### src/rtl/core/crct_pkg.sv
package crct_pkg;

    // field widths
    localparam int LINE_W      = 32;
    localparam int COUNT_W     = 20;
    localparam int LEN_W       = 16;
    localparam int OP_W        = 2;

    // stream packing
    localparam int IN_FIELDS_W  = LINE_W + COUNT_W + LEN_W;
    localparam int IN_TDATA_W   = ((IN_FIELDS_W + 7) / 8) * 8;
    localparam int OUT_FIELDS_W = LINE_W + LEN_W + 1;
    localparam int OUT_TDATA_W  = ((OUT_FIELDS_W + 7) / 8) * 8;
    localparam int OUT_PAD_W    = OUT_TDATA_W - OUT_FIELDS_W;

    // request op codes
    localparam logic [OP_W-1:0] OP_ADD     = 2'd0;
    localparam logic [OP_W-1:0] OP_RESTART = 2'd1;
    localparam logic [OP_W-1:0] OP_CLEAR   = 2'd2;

    localparam logic [LINE_W-1:0] LINE_TOP = '1;

    typedef enum logic [1:0] {
        CMD_ADD,
        CMD_RESTART,
        CMD_CLEAR,
        CMD_NOP
    } t_cmd;

    // decoded request handed from front to back
    typedef struct packed {
        t_cmd              cmd;
        logic [LINE_W-1:0] first;
        logic [LINE_W-1:0] blk_end;
        logic [LEN_W-1:0]  len;
    } t_item;

    typedef enum logic [2:0] {
        ST_IDLE,
        ST_STORE,
        ST_PLACE,
        ST_ABSORB,
        ST_DONE
    } t_state;

endpackage

### src/rtl/core/contiguous_range_completion_tracker_top.sv
// channel   dir  handshake                       payload
// s_axis    in   s_axis_tvalid / s_axis_tready   tdata: first_line, line_count, longest_line
//                                                tuser: op
// m_axis    out  m_axis_tvalid / m_axis_tready   tdata: watermark, max_length, table_full
//
// one request a cycle enters the front register while the queue takes it; the back works on one at a time
// restart, clear and unused op: the back goes from idle straight to done, then loads the result register
// add beyond the watermark: the store state reads one table entry per cycle and stops early when
//   the start is already stored; else the place state fills the first free slot or drops the add
// add at or below the watermark: from 1 to AHEAD_DEPTH + 1 passes over the single read port
//   of the ahead table until nothing is absorbed
// synchronous active-low reset empties the table at once; a stalled result
// holds in the output register while the front and queue take further requests
module contiguous_range_completion_tracker_top
    import crct_pkg::*;
#(
    parameter int AHEAD_DEPTH = 16
)
(
    input  logic                   i_clk,
    input  logic                   i_rst_n,
    input  logic                   s_axis_tvalid,
    output logic                   s_axis_tready,
    // first_line [31:0], line_count [51:32], longest_line [67:52], zero pad
    input  logic [IN_TDATA_W-1:0]  s_axis_tdata,
    // op [1:0]
    input  logic [OP_W-1:0]        s_axis_tuser,
    output logic                   m_axis_tvalid,
    input  logic                   m_axis_tready,
    // watermark [31:0], max_length [47:32], table_full [48], zero pad
    output logic [OUT_TDATA_W-1:0] m_axis_tdata
);

    logic  w_f_valid;
    logic  w_f_ready;
    t_item w_f_item;
    logic  w_b_valid;
    logic  w_b_ready;
    t_item w_b_item;

    crct_front u_front (
        .i_clk         (i_clk),
        .i_rst_n       (i_rst_n),
        .s_axis_tvalid (s_axis_tvalid),
        .s_axis_tready (s_axis_tready),
        .s_axis_tdata  (s_axis_tdata),
        .s_axis_tuser  (s_axis_tuser),
        .o_q_valid     (w_f_valid),
        .i_q_ready     (w_f_ready),
        .o_q_item      (w_f_item)
    );

    crct_queue u_queue (
        .i_clk        (i_clk),
        .i_rst_n      (i_rst_n),
        .i_push_valid (w_f_valid),
        .o_push_ready (w_f_ready),
        .i_push_item  (w_f_item),
        .o_pop_valid  (w_b_valid),
        .i_pop_ready  (w_b_ready),
        .o_pop_item   (w_b_item)
    );

    crct_back #(
        .AHEAD_DEPTH (AHEAD_DEPTH)
    ) u_back (
        .i_clk         (i_clk),
        .i_rst_n       (i_rst_n),
        .i_q_valid     (w_b_valid),
        .o_q_ready     (w_b_ready),
        .i_q_item      (w_b_item),
        .m_axis_tvalid (m_axis_tvalid),
        .m_axis_tready (m_axis_tready),
        .m_axis_tdata  (m_axis_tdata)
    );

endmodule

### src/rtl/core/crct_front.sv
module crct_front
    import crct_pkg::*;
(
    input  logic                  i_clk,
    input  logic                  i_rst_n,
    input  logic                  s_axis_tvalid,
    output logic                  s_axis_tready,
    // first_line, line_count, longest_line, zero pad
    input  logic [IN_TDATA_W-1:0] s_axis_tdata,
    // op
    input  logic [OP_W-1:0]       s_axis_tuser,
    output logic                  o_q_valid,
    input  logic                  i_q_ready,
    output t_item                 o_q_item
);

    logic                 r_valid;
    logic                 n_valid;
    t_item                r_item;
    t_item                n_item;
    logic [LINE_W:0]      w_sum;
    logic [LINE_W-1:0]    w_first;
    logic [COUNT_W-1:0]   w_count;
    logic                 w_accept;

    assign s_axis_tready = !r_valid || i_q_ready;
    assign w_accept      = s_axis_tvalid && s_axis_tready;
    assign w_first       = s_axis_tdata[LINE_W-1:0];
    assign w_count       = s_axis_tdata[LINE_W+COUNT_W-1:LINE_W];
    assign w_sum         = {1'b0, w_first} + {{(LINE_W+1-COUNT_W){1'b0}}, w_count};

    // decode op and saturate block end
    always_comb begin
        n_item       = r_item;
        n_valid      = r_valid && !i_q_ready;
        if (w_accept) begin
            n_valid       = 1'b1;
            n_item.first  = w_first;
            n_item.len    = s_axis_tdata[IN_FIELDS_W-1:LINE_W+COUNT_W];
            n_item.blk_end = w_sum[LINE_W] ? LINE_TOP : w_sum[LINE_W-1:0];
            unique case (s_axis_tuser)
                OP_ADD:     n_item.cmd = CMD_ADD;
                OP_RESTART: n_item.cmd = CMD_RESTART;
                OP_CLEAR:   n_item.cmd = CMD_CLEAR;
                default:    n_item.cmd = CMD_NOP;
            endcase
        end
    end

    // request register
    always_ff @(posedge i_clk) begin
        if (!i_rst_n) begin
            r_valid <= 1'b0;
        end else begin
            r_valid <= n_valid;
        end
    end

    always_ff @(posedge i_clk) begin
        r_item <= n_item;
    end

    assign o_q_valid = r_valid;
    assign o_q_item  = r_item;

endmodule

### src/rtl/core/crct_queue.sv
module crct_queue
    import crct_pkg::*;
(
    input  logic  i_clk,
    input  logic  i_rst_n,
    input  logic  i_push_valid,
    output logic  o_push_ready,
    input  t_item i_push_item,
    output logic  o_pop_valid,
    input  logic  i_pop_ready,
    output t_item o_pop_item
);

    t_item       r_slot [2];
    logic        r_wr_ptr;
    logic        r_rd_ptr;
    logic [1:0]  r_count;
    logic        w_push;
    logic        w_pop;

    assign o_push_ready = (r_count != 2'd2);
    assign o_pop_valid  = (r_count != 2'd0);
    assign w_push       = i_push_valid && o_push_ready;
    assign w_pop        = o_pop_valid && i_pop_ready;
    assign o_pop_item   = r_slot[r_rd_ptr];

    // pointers and fill level
    always_ff @(posedge i_clk) begin
        if (!i_rst_n) begin
            r_wr_ptr <= 1'b0;
            r_rd_ptr <= 1'b0;
            r_count  <= 2'd0;
        end else begin
            if (w_push) r_wr_ptr <= !r_wr_ptr;
            if (w_pop)  r_rd_ptr <= !r_rd_ptr;
            if (w_push && !w_pop)      r_count <= r_count + 2'd1;
            else if (w_pop && !w_push) r_count <= r_count - 2'd1;
        end
    end

    always_ff @(posedge i_clk) begin
        if (w_push) r_slot[r_wr_ptr] <= i_push_item;
    end

endmodule

### src/rtl/core/crct_back.sv
module crct_back
    import crct_pkg::*;
#(
    parameter int AHEAD_DEPTH = 16
)
(
    input  logic                   i_clk,
    input  logic                   i_rst_n,
    input  logic                   i_q_valid,
    output logic                   o_q_ready,
    input  t_item                  i_q_item,
    output logic                   m_axis_tvalid,
    input  logic                   m_axis_tready,
    // watermark, max_length, table_full, zero pad
    output logic [OUT_TDATA_W-1:0] m_axis_tdata
);

    localparam int IDX_W = (AHEAD_DEPTH > 1) ? $clog2(AHEAD_DEPTH) : 1;
    localparam logic [IDX_W-1:0] LAST_IDX = IDX_W'(AHEAD_DEPTH - 1);

    // ahead table: start and end in memory, valid bits in flops
    logic [LINE_W-1:0]      mem_start [AHEAD_DEPTH];
    logic [LINE_W-1:0]      mem_end   [AHEAD_DEPTH];
    logic                   w_we;
    logic [IDX_W-1:0]       w_waddr;
    logic [LINE_W-1:0]      w_wstart;
    logic [LINE_W-1:0]      w_wend;
    logic [LINE_W-1:0]      r_rd_start;
    logic [LINE_W-1:0]      r_rd_end;

    t_state                 r_state,   n_state;
    t_item                  r_cur,     n_cur;
    logic [LINE_W-1:0]      r_mark,    n_mark;
    logic [LEN_W-1:0]       r_longest, n_longest;
    logic [AHEAD_DEPTH-1:0] r_valid,   n_valid;
    logic [IDX_W-1:0]       r_idx,     n_idx;
    logic                   r_issue,   n_issue;
    logic                   r_chk,     n_chk;
    logic [IDX_W-1:0]       r_chk_idx, n_chk_idx;
    logic                   r_free_ok, n_free_ok;
    logic [IDX_W-1:0]       r_free_idx, n_free_idx;
    logic                   r_changed, n_changed;
    logic                   r_dropped, n_dropped;
    logic                   r_out_valid, n_out_valid;
    logic [OUT_TDATA_W-1:0] r_out_data, n_out_data;

    // next state and datapath
    always_comb begin
        logic hit;
        hit         = 1'b0;
        n_state     = r_state;
        n_cur       = r_cur;
        n_mark      = r_mark;
        n_longest   = r_longest;
        n_valid     = r_valid;
        n_idx       = r_idx;
        n_issue     = r_issue;
        n_chk       = 1'b0;
        n_chk_idx   = r_idx;
        n_free_ok   = r_free_ok;
        n_free_idx  = r_free_idx;
        n_changed   = r_changed;
        n_dropped   = r_dropped;
        n_out_valid = r_out_valid && !m_axis_tready;
        n_out_data  = r_out_data;
        o_q_ready   = 1'b0;
        w_we        = 1'b0;
        w_waddr     = r_chk_idx;
        w_wstart    = r_cur.first;
        w_wend      = r_cur.blk_end;

        // read address issue, one table entry a cycle
        if ((r_state == ST_STORE || r_state == ST_ABSORB) && r_issue) begin
            n_chk   = 1'b1;
            n_idx   = (r_idx == LAST_IDX) ? '0 : r_idx + IDX_W'(1);
            n_issue = (r_idx != LAST_IDX);
        end

        unique case (r_state)
            ST_IDLE: begin
                o_q_ready = 1'b1;
                n_dropped = 1'b0;
                n_idx     = '0;
                n_issue   = 1'b1;
                n_free_ok = 1'b0;
                n_changed = 1'b0;
                if (i_q_valid) begin
                    n_cur = i_q_item;
                    unique case (i_q_item.cmd)
                        CMD_ADD: begin
                            if (i_q_item.len > r_longest) n_longest = i_q_item.len;
                            if (i_q_item.first > r_mark) begin
                                n_state = ST_STORE;
                            end else begin
                                if (i_q_item.blk_end > r_mark) n_mark = i_q_item.blk_end;
                                n_state = ST_ABSORB;
                            end
                        end
                        CMD_RESTART: begin
                            n_mark  = i_q_item.first;
                            n_valid = '0;
                            n_state = ST_DONE;
                        end
                        CMD_CLEAR: begin
                            n_mark    = '0;
                            n_longest = '0;
                            n_valid   = '0;
                            n_state   = ST_DONE;
                        end
                        CMD_NOP: begin
                            n_state = ST_DONE;
                        end
                    endcase
                end
            end
            ST_STORE: begin
                if (r_chk) begin
                    if (r_valid[r_chk_idx] && r_rd_start == r_cur.first) begin
                        // start already stored: keep the larger end
                        w_we    = (r_cur.blk_end > r_rd_end);
                        n_state = ST_DONE;
                    end else begin
                        if (!r_valid[r_chk_idx] && !r_free_ok) begin
                            n_free_ok  = 1'b1;
                            n_free_idx = r_chk_idx;
                        end
                        if (r_chk_idx == LAST_IDX) n_state = ST_PLACE;
                    end
                end
            end
            ST_PLACE: begin
                // new entry in the first free slot, else drop
                if (r_free_ok) begin
                    w_we               = 1'b1;
                    w_waddr            = r_free_idx;
                    n_valid[r_free_idx] = 1'b1;
                end else begin
                    n_dropped = 1'b1;
                end
                n_state = ST_DONE;
            end
            ST_ABSORB: begin
                if (r_chk) begin
                    if (r_valid[r_chk_idx] && r_rd_start <= r_mark) begin
                        hit                = 1'b1;
                        n_valid[r_chk_idx] = 1'b0;
                        n_changed          = 1'b1;
                        if (r_rd_end > r_mark) n_mark = r_rd_end;
                    end
                    // another pass while the last one absorbed anything
                    if (r_chk_idx == LAST_IDX) begin
                        if (r_changed || hit) begin
                            n_idx     = '0;
                            n_issue   = 1'b1;
                            n_changed = 1'b0;
                        end else begin
                            n_state = ST_DONE;
                        end
                    end
                end
            end
            ST_DONE: begin
                if (!r_out_valid || m_axis_tready) begin
                    n_out_valid = 1'b1;
                    n_out_data  = {{OUT_PAD_W{1'b0}}, r_dropped, r_longest, r_mark};
                    n_state     = ST_IDLE;
                end
            end
            default: begin
                n_state = ST_IDLE;
            end
        endcase
    end

    // control state
    always_ff @(posedge i_clk) begin
        if (!i_rst_n) begin
            r_state     <= ST_IDLE;
            r_mark      <= '0;
            r_longest   <= '0;
            r_valid     <= '0;
            r_issue     <= 1'b0;
            r_chk       <= 1'b0;
            r_out_valid <= 1'b0;
        end else begin
            r_state     <= n_state;
            r_mark      <= n_mark;
            r_longest   <= n_longest;
            r_valid     <= n_valid;
            r_issue     <= n_issue;
            r_chk       <= n_chk;
            r_out_valid <= n_out_valid;
        end
    end

    // payload and scan registers
    always_ff @(posedge i_clk) begin
        r_cur      <= n_cur;
        r_idx      <= n_idx;
        r_chk_idx  <= n_chk_idx;
        r_free_ok  <= n_free_ok;
        r_free_idx <= n_free_idx;
        r_changed  <= n_changed;
        r_dropped  <= n_dropped;
        r_out_data <= n_out_data;
    end

    // table memory, one write and one registered read a cycle
    always_ff @(posedge i_clk) begin
        if (w_we) begin
            mem_start[w_waddr] <= w_wstart;
            mem_end[w_waddr]   <= w_wend;
        end
        r_rd_start <= mem_start[r_idx];
        r_rd_end   <= mem_end[r_idx];
    end

    assign m_axis_tvalid = r_out_valid;
    assign m_axis_tdata  = r_out_data;

endmodule

### config.mk
export PLATFORM = sky130hd
export DESIGN_NAME = contiguous_range_completion_tracker_top
export DESIGN_NICKNAME = d
export VERILOG_FILES = /design/src/rtl/core/crct_pkg.sv /design/src/rtl/core/contiguous_range_completion_tracker_top.sv /design/src/rtl/core/crct_front.sv /design/src/rtl/core/crct_queue.sv /design/src/rtl/core/crct_back.sv
export SDC_FILE = /design/constraint.sdc
export NUM_CORES = 2
export LEC_CHECK = 0
export BUFFER_PORTS_ARGS = -buffer_cell sky130_fd_sc_hd__buf_2
export CAP_MARGIN = 20
export CORE_MARGIN = 2
export CORE_UTILIZATION = 30
export DETAILED_ROUTE_END_ITERATION = 8
export PLACE_DENSITY_LB_ADDON = 0.05
export SLEW_MARGIN = 20
export SYNTH_ARGS = -nofsm -noshare
export SYNTH_HDL_FRONTEND = slang
export SYNTH_SLANG_ARGS = --single-unit
### constraint.sdc
create_clock -name i_clk -period 6.7 [get_ports i_clk]
set_input_delay 0.67 -clock i_clk [delete_from_list [all_inputs] [get_ports i_clk]]
set_output_delay 0.67 -clock i_clk [all_outputs]
set_load 0.03 [all_outputs]
==> results.md <==
* Synth area leaders: edfxtp_1 (67%), mux4_2 (12%), dfxtp_1 (4.8%), ha_1 (4.1%), mux2_2 (1.5%)
* Post CTS Setup Buffer Count at 0
* Drt via density at between 5 and 6
* Clock latency on the worst-skew pair at 0.82 ns
* CTS tree: yes
* Slew Limit Fails at 0
* Row cnt at 167
* Placer Congestion at 0.7906
* Critical Path AT at 5.70 ns
* Global-route wire length before repair at 259,700 um
* Cells after Synth at between 3k and 4k
* Area growth from synthesis to layout at 17.21%
* Drt drc at 0
* Peak Freq at about 190 MHz
* Synth area leader: edfxtp_1
* Post-Syn Area per Cell at 18.71 um^2
* Largest net degree at the start of global routing at 102
* Die ar. at 0.2110 mm^2
* Post-Synth Adder-Cell Area at 0.04096
* Tmin final at around 5.3 ns
* Detailed placement HPWL at 114,400 um
* Nets at 3,883
* Maximum VDD drop at 233.8 uV
* Most frequent cells in the layout: edfxtp_1 (1,390), mux4_2 (323), ha_1 (201)
* Initial antenna violation count at 12
* DR WL/cell at 28.40 um
* Post-route ant nets at 0
* DR vias at approximately 32k
* Mux share of post-synthesis cell area at 0.1389
* Root buffer cell: clkbuf_16
* IO Pins at 136
* CTS Sinks at roughly 1.5k
* Worst setup path class: flip-flop to flip-flop
* Share of the synthesized area in the top cell type at 0.6712
* Post-route setup TNS at 0 ns
* Fillers at 19.22k
* Leakage power at 0.02347 uW
* H-tree depth at 4
* CP Capture Type: flip-flop
* Xor and xnor area share after synthesis at 0.007746
* Outcome: completed
* Clock slew at reported path FFs at 0.06 ns
* Initial DRC Count at 2,415
* Hold WC Path Type: input pin to flip-flop
* Ys async rst share at 0
* Seq/Total Area, Yosys at 0.7188
* Hold slack at 0.08648 ns
* Hold Fails Final Rpt at 0
* Layout cells sized above 1 at 0.2432
* Period Utilization, post-route at 0.7840
* Slew HR at 0.2630
* Unique masters post-synth at 67
* Total Wirelength at 183,600 um
* CTS Buffer Depth at 3
* Unrepaired setup endpoints after global routing: false
* Startpoint Class: flip-flop
* Main flop type after synthesis: edfxtp_1
* GRT Residual Overflow at 0
* Final setup vio count at 0
* Power per Cell Area at 358.3 mW/mm^2
* Slew @ Worst Pin at 1.105 ns
* Most common cell after layout, fill and taps aside: edfxtp_1
* Ys Warns at 0
* TritonRoute pass-1 iters at 5
* Complex-gate fraction of the synthesized area at 0.03937
* Post-synth EDFFs at 1,390
* Total GRT Usage at 0.1741
* Input/output buffers at 124
* PnR worst setup slack at 1.448 ns
* DIE WIDTH at 459.3 um
* Vias in the first global route at 33.79k
* Post-cts sizing count at 0
* Max Cap Violations at 0
* Area of the mapped netlist at slightly above 0.06 mm^2
* CP Max Fanout at 17
* Largest family of logic cells by synthesized area: multiplexers
* Synthesis-stage register bit count at about 1.5k
* Die extent in y at 459.3 um
* CP Data Required Time at ~7 ns
* Worst slack at placement at 1.298 ns
* CTS buffer count at 175
* Core area at 0.2067 mm^2
* Initial core utilization at 0.3009
* Post-Synth Simple-Gate Area at 0.03744
* Clk_skew at 0.02951 ns
## where the power goes
| part | switching (uW) | internal [uW] |
|---|---|---|
| registers | 1030 | 11700 |
| clock network | 3900 | 5520 |
| logic | 2530 | 1420 |
| total | 7460 | 18700 |
## worst paths after layout
kind         slack [ns]  depth (start not counted)                     to                 start
max                1.45                          8  u_back.mem_end[2][29]   u_back.w_wstart[27]
min                0.09                          1   u_front.o_q_item[51]       s_axis_tdata[3]
max reg2reg        1.45                          8  u_back.mem_end[2][29]   u_back.w_wstart[27]
min reg2reg        0.44                          0  u_queue.r_slot[1][17]  u_front.o_q_item[17]
## kinds of logic after synthesis
logic type | after synthesis
buf+inv | 256
fa+ha+maj | 203
compound gates | 355
simple gates | 470
flops | 1538
xor+xnor | 55
other cells | 1
mux | 446
## synthesized netlist by cell type, drive strengths merged (39+ instances only)
cell / n
nand3: 71
mux2i: 40
nor2: 78
mux4: 325
buf: 47
mux2: 81
a21o: 39
dfxtp: 148
a21oi: 108
xnor2: 46
edfxtp: 1390
nand2: 143
clkbuf: 98
nand4: 45
o21ai: 50
ha: 202
inv: 111
## sequential cells by signal, indices dropped and copies added (netlist names), 2 cells and up, named ones only
| signal | count |
|---|---|
| u_back.w_wstart | 32 |
| u_back.r_rd_start | 32 |
| u_front.o_q_item | 82 |
| u_back.r_rd_end | 32 |
| u_back.mem_start | 512 |
| u_back.r_valid | 16 |
| u_queue.r_count | 2 |
| u_back.r_free_idx | 4 |
| u_back.r_mark | 32 |
| u_back.n_chk_idx | 4 |
| u_back.m_axis_tdata | 49 |
| u_back.r_longest | 16 |
| u_back.mem_end | 512 |
| u_back.w_wend | 32 |
| u_back.r_state | 3 |
| u_queue.r_slot | 164 |
| u_back.r_chk_idx | 4 |
## area by class of cell
cell class,instances,area [um^2],area share
Antenna cell,6,15.01,0.0002060
Clock buffer,238,4830,0.06626
Clock inverter,91,833.3,0.01143
Inverter,111,417.9,0.005733
Multi-Input combinational cell,1536,16690,0.2289
Sequential cell,1538,44720,0.6135
Tap cell,2704,3383,0.04641
Timing Repair Buffer,240,2004,0.02750
## worst max-delay path, cell delays in order (launching register included)
cell and delay (ns):
edfxtp_1 0.61, xnor2_1 0.49, nand4_1 0.35, nor4_1 0.52
nand3_1 0.48, nor3_1 0.54, o2111ai_1 0.55, a21oi_4 0.81
buf_4 0.50
## routing by layer
metal | share of wire | track usage | vias up
met4 | 0.022 | 0.04701 | 0
met5 | 0 | 0 | -
met3 | 0.040 | 0.02470 | 203
met2 | 0.47 | 0.2760 | 772
li1 | - | - | 14040
met1 | 0.47 | 0.2499 | 17310
## stage by stage
stage / total power [uW] / utilization / instances / cell area, um^2
6_report: 26120 / 0.3527 / 6464 / 72890
5_1_grt: 27280 / 0.3527 / 6461 / 72880
4_1_cts: 26490 / 0.3526 / 6457 / 72860
3_5_place_dp: 16930 / 0.3237 / 6098 / 66890
3_3_place_gp: 16840 / 0.3237 / 6098 / 66890
2_1_floorplan: 14980 / - / 3330 / 62210
## repair_timing
item | 4_1_cts | 5_1_grt
hold endpoints to repair | 30 | 0
hold buffers | 30 | 0
endpoints found under the setup margin | 0 | 0
Note: power is estimated with default switching activity, not from simulation.
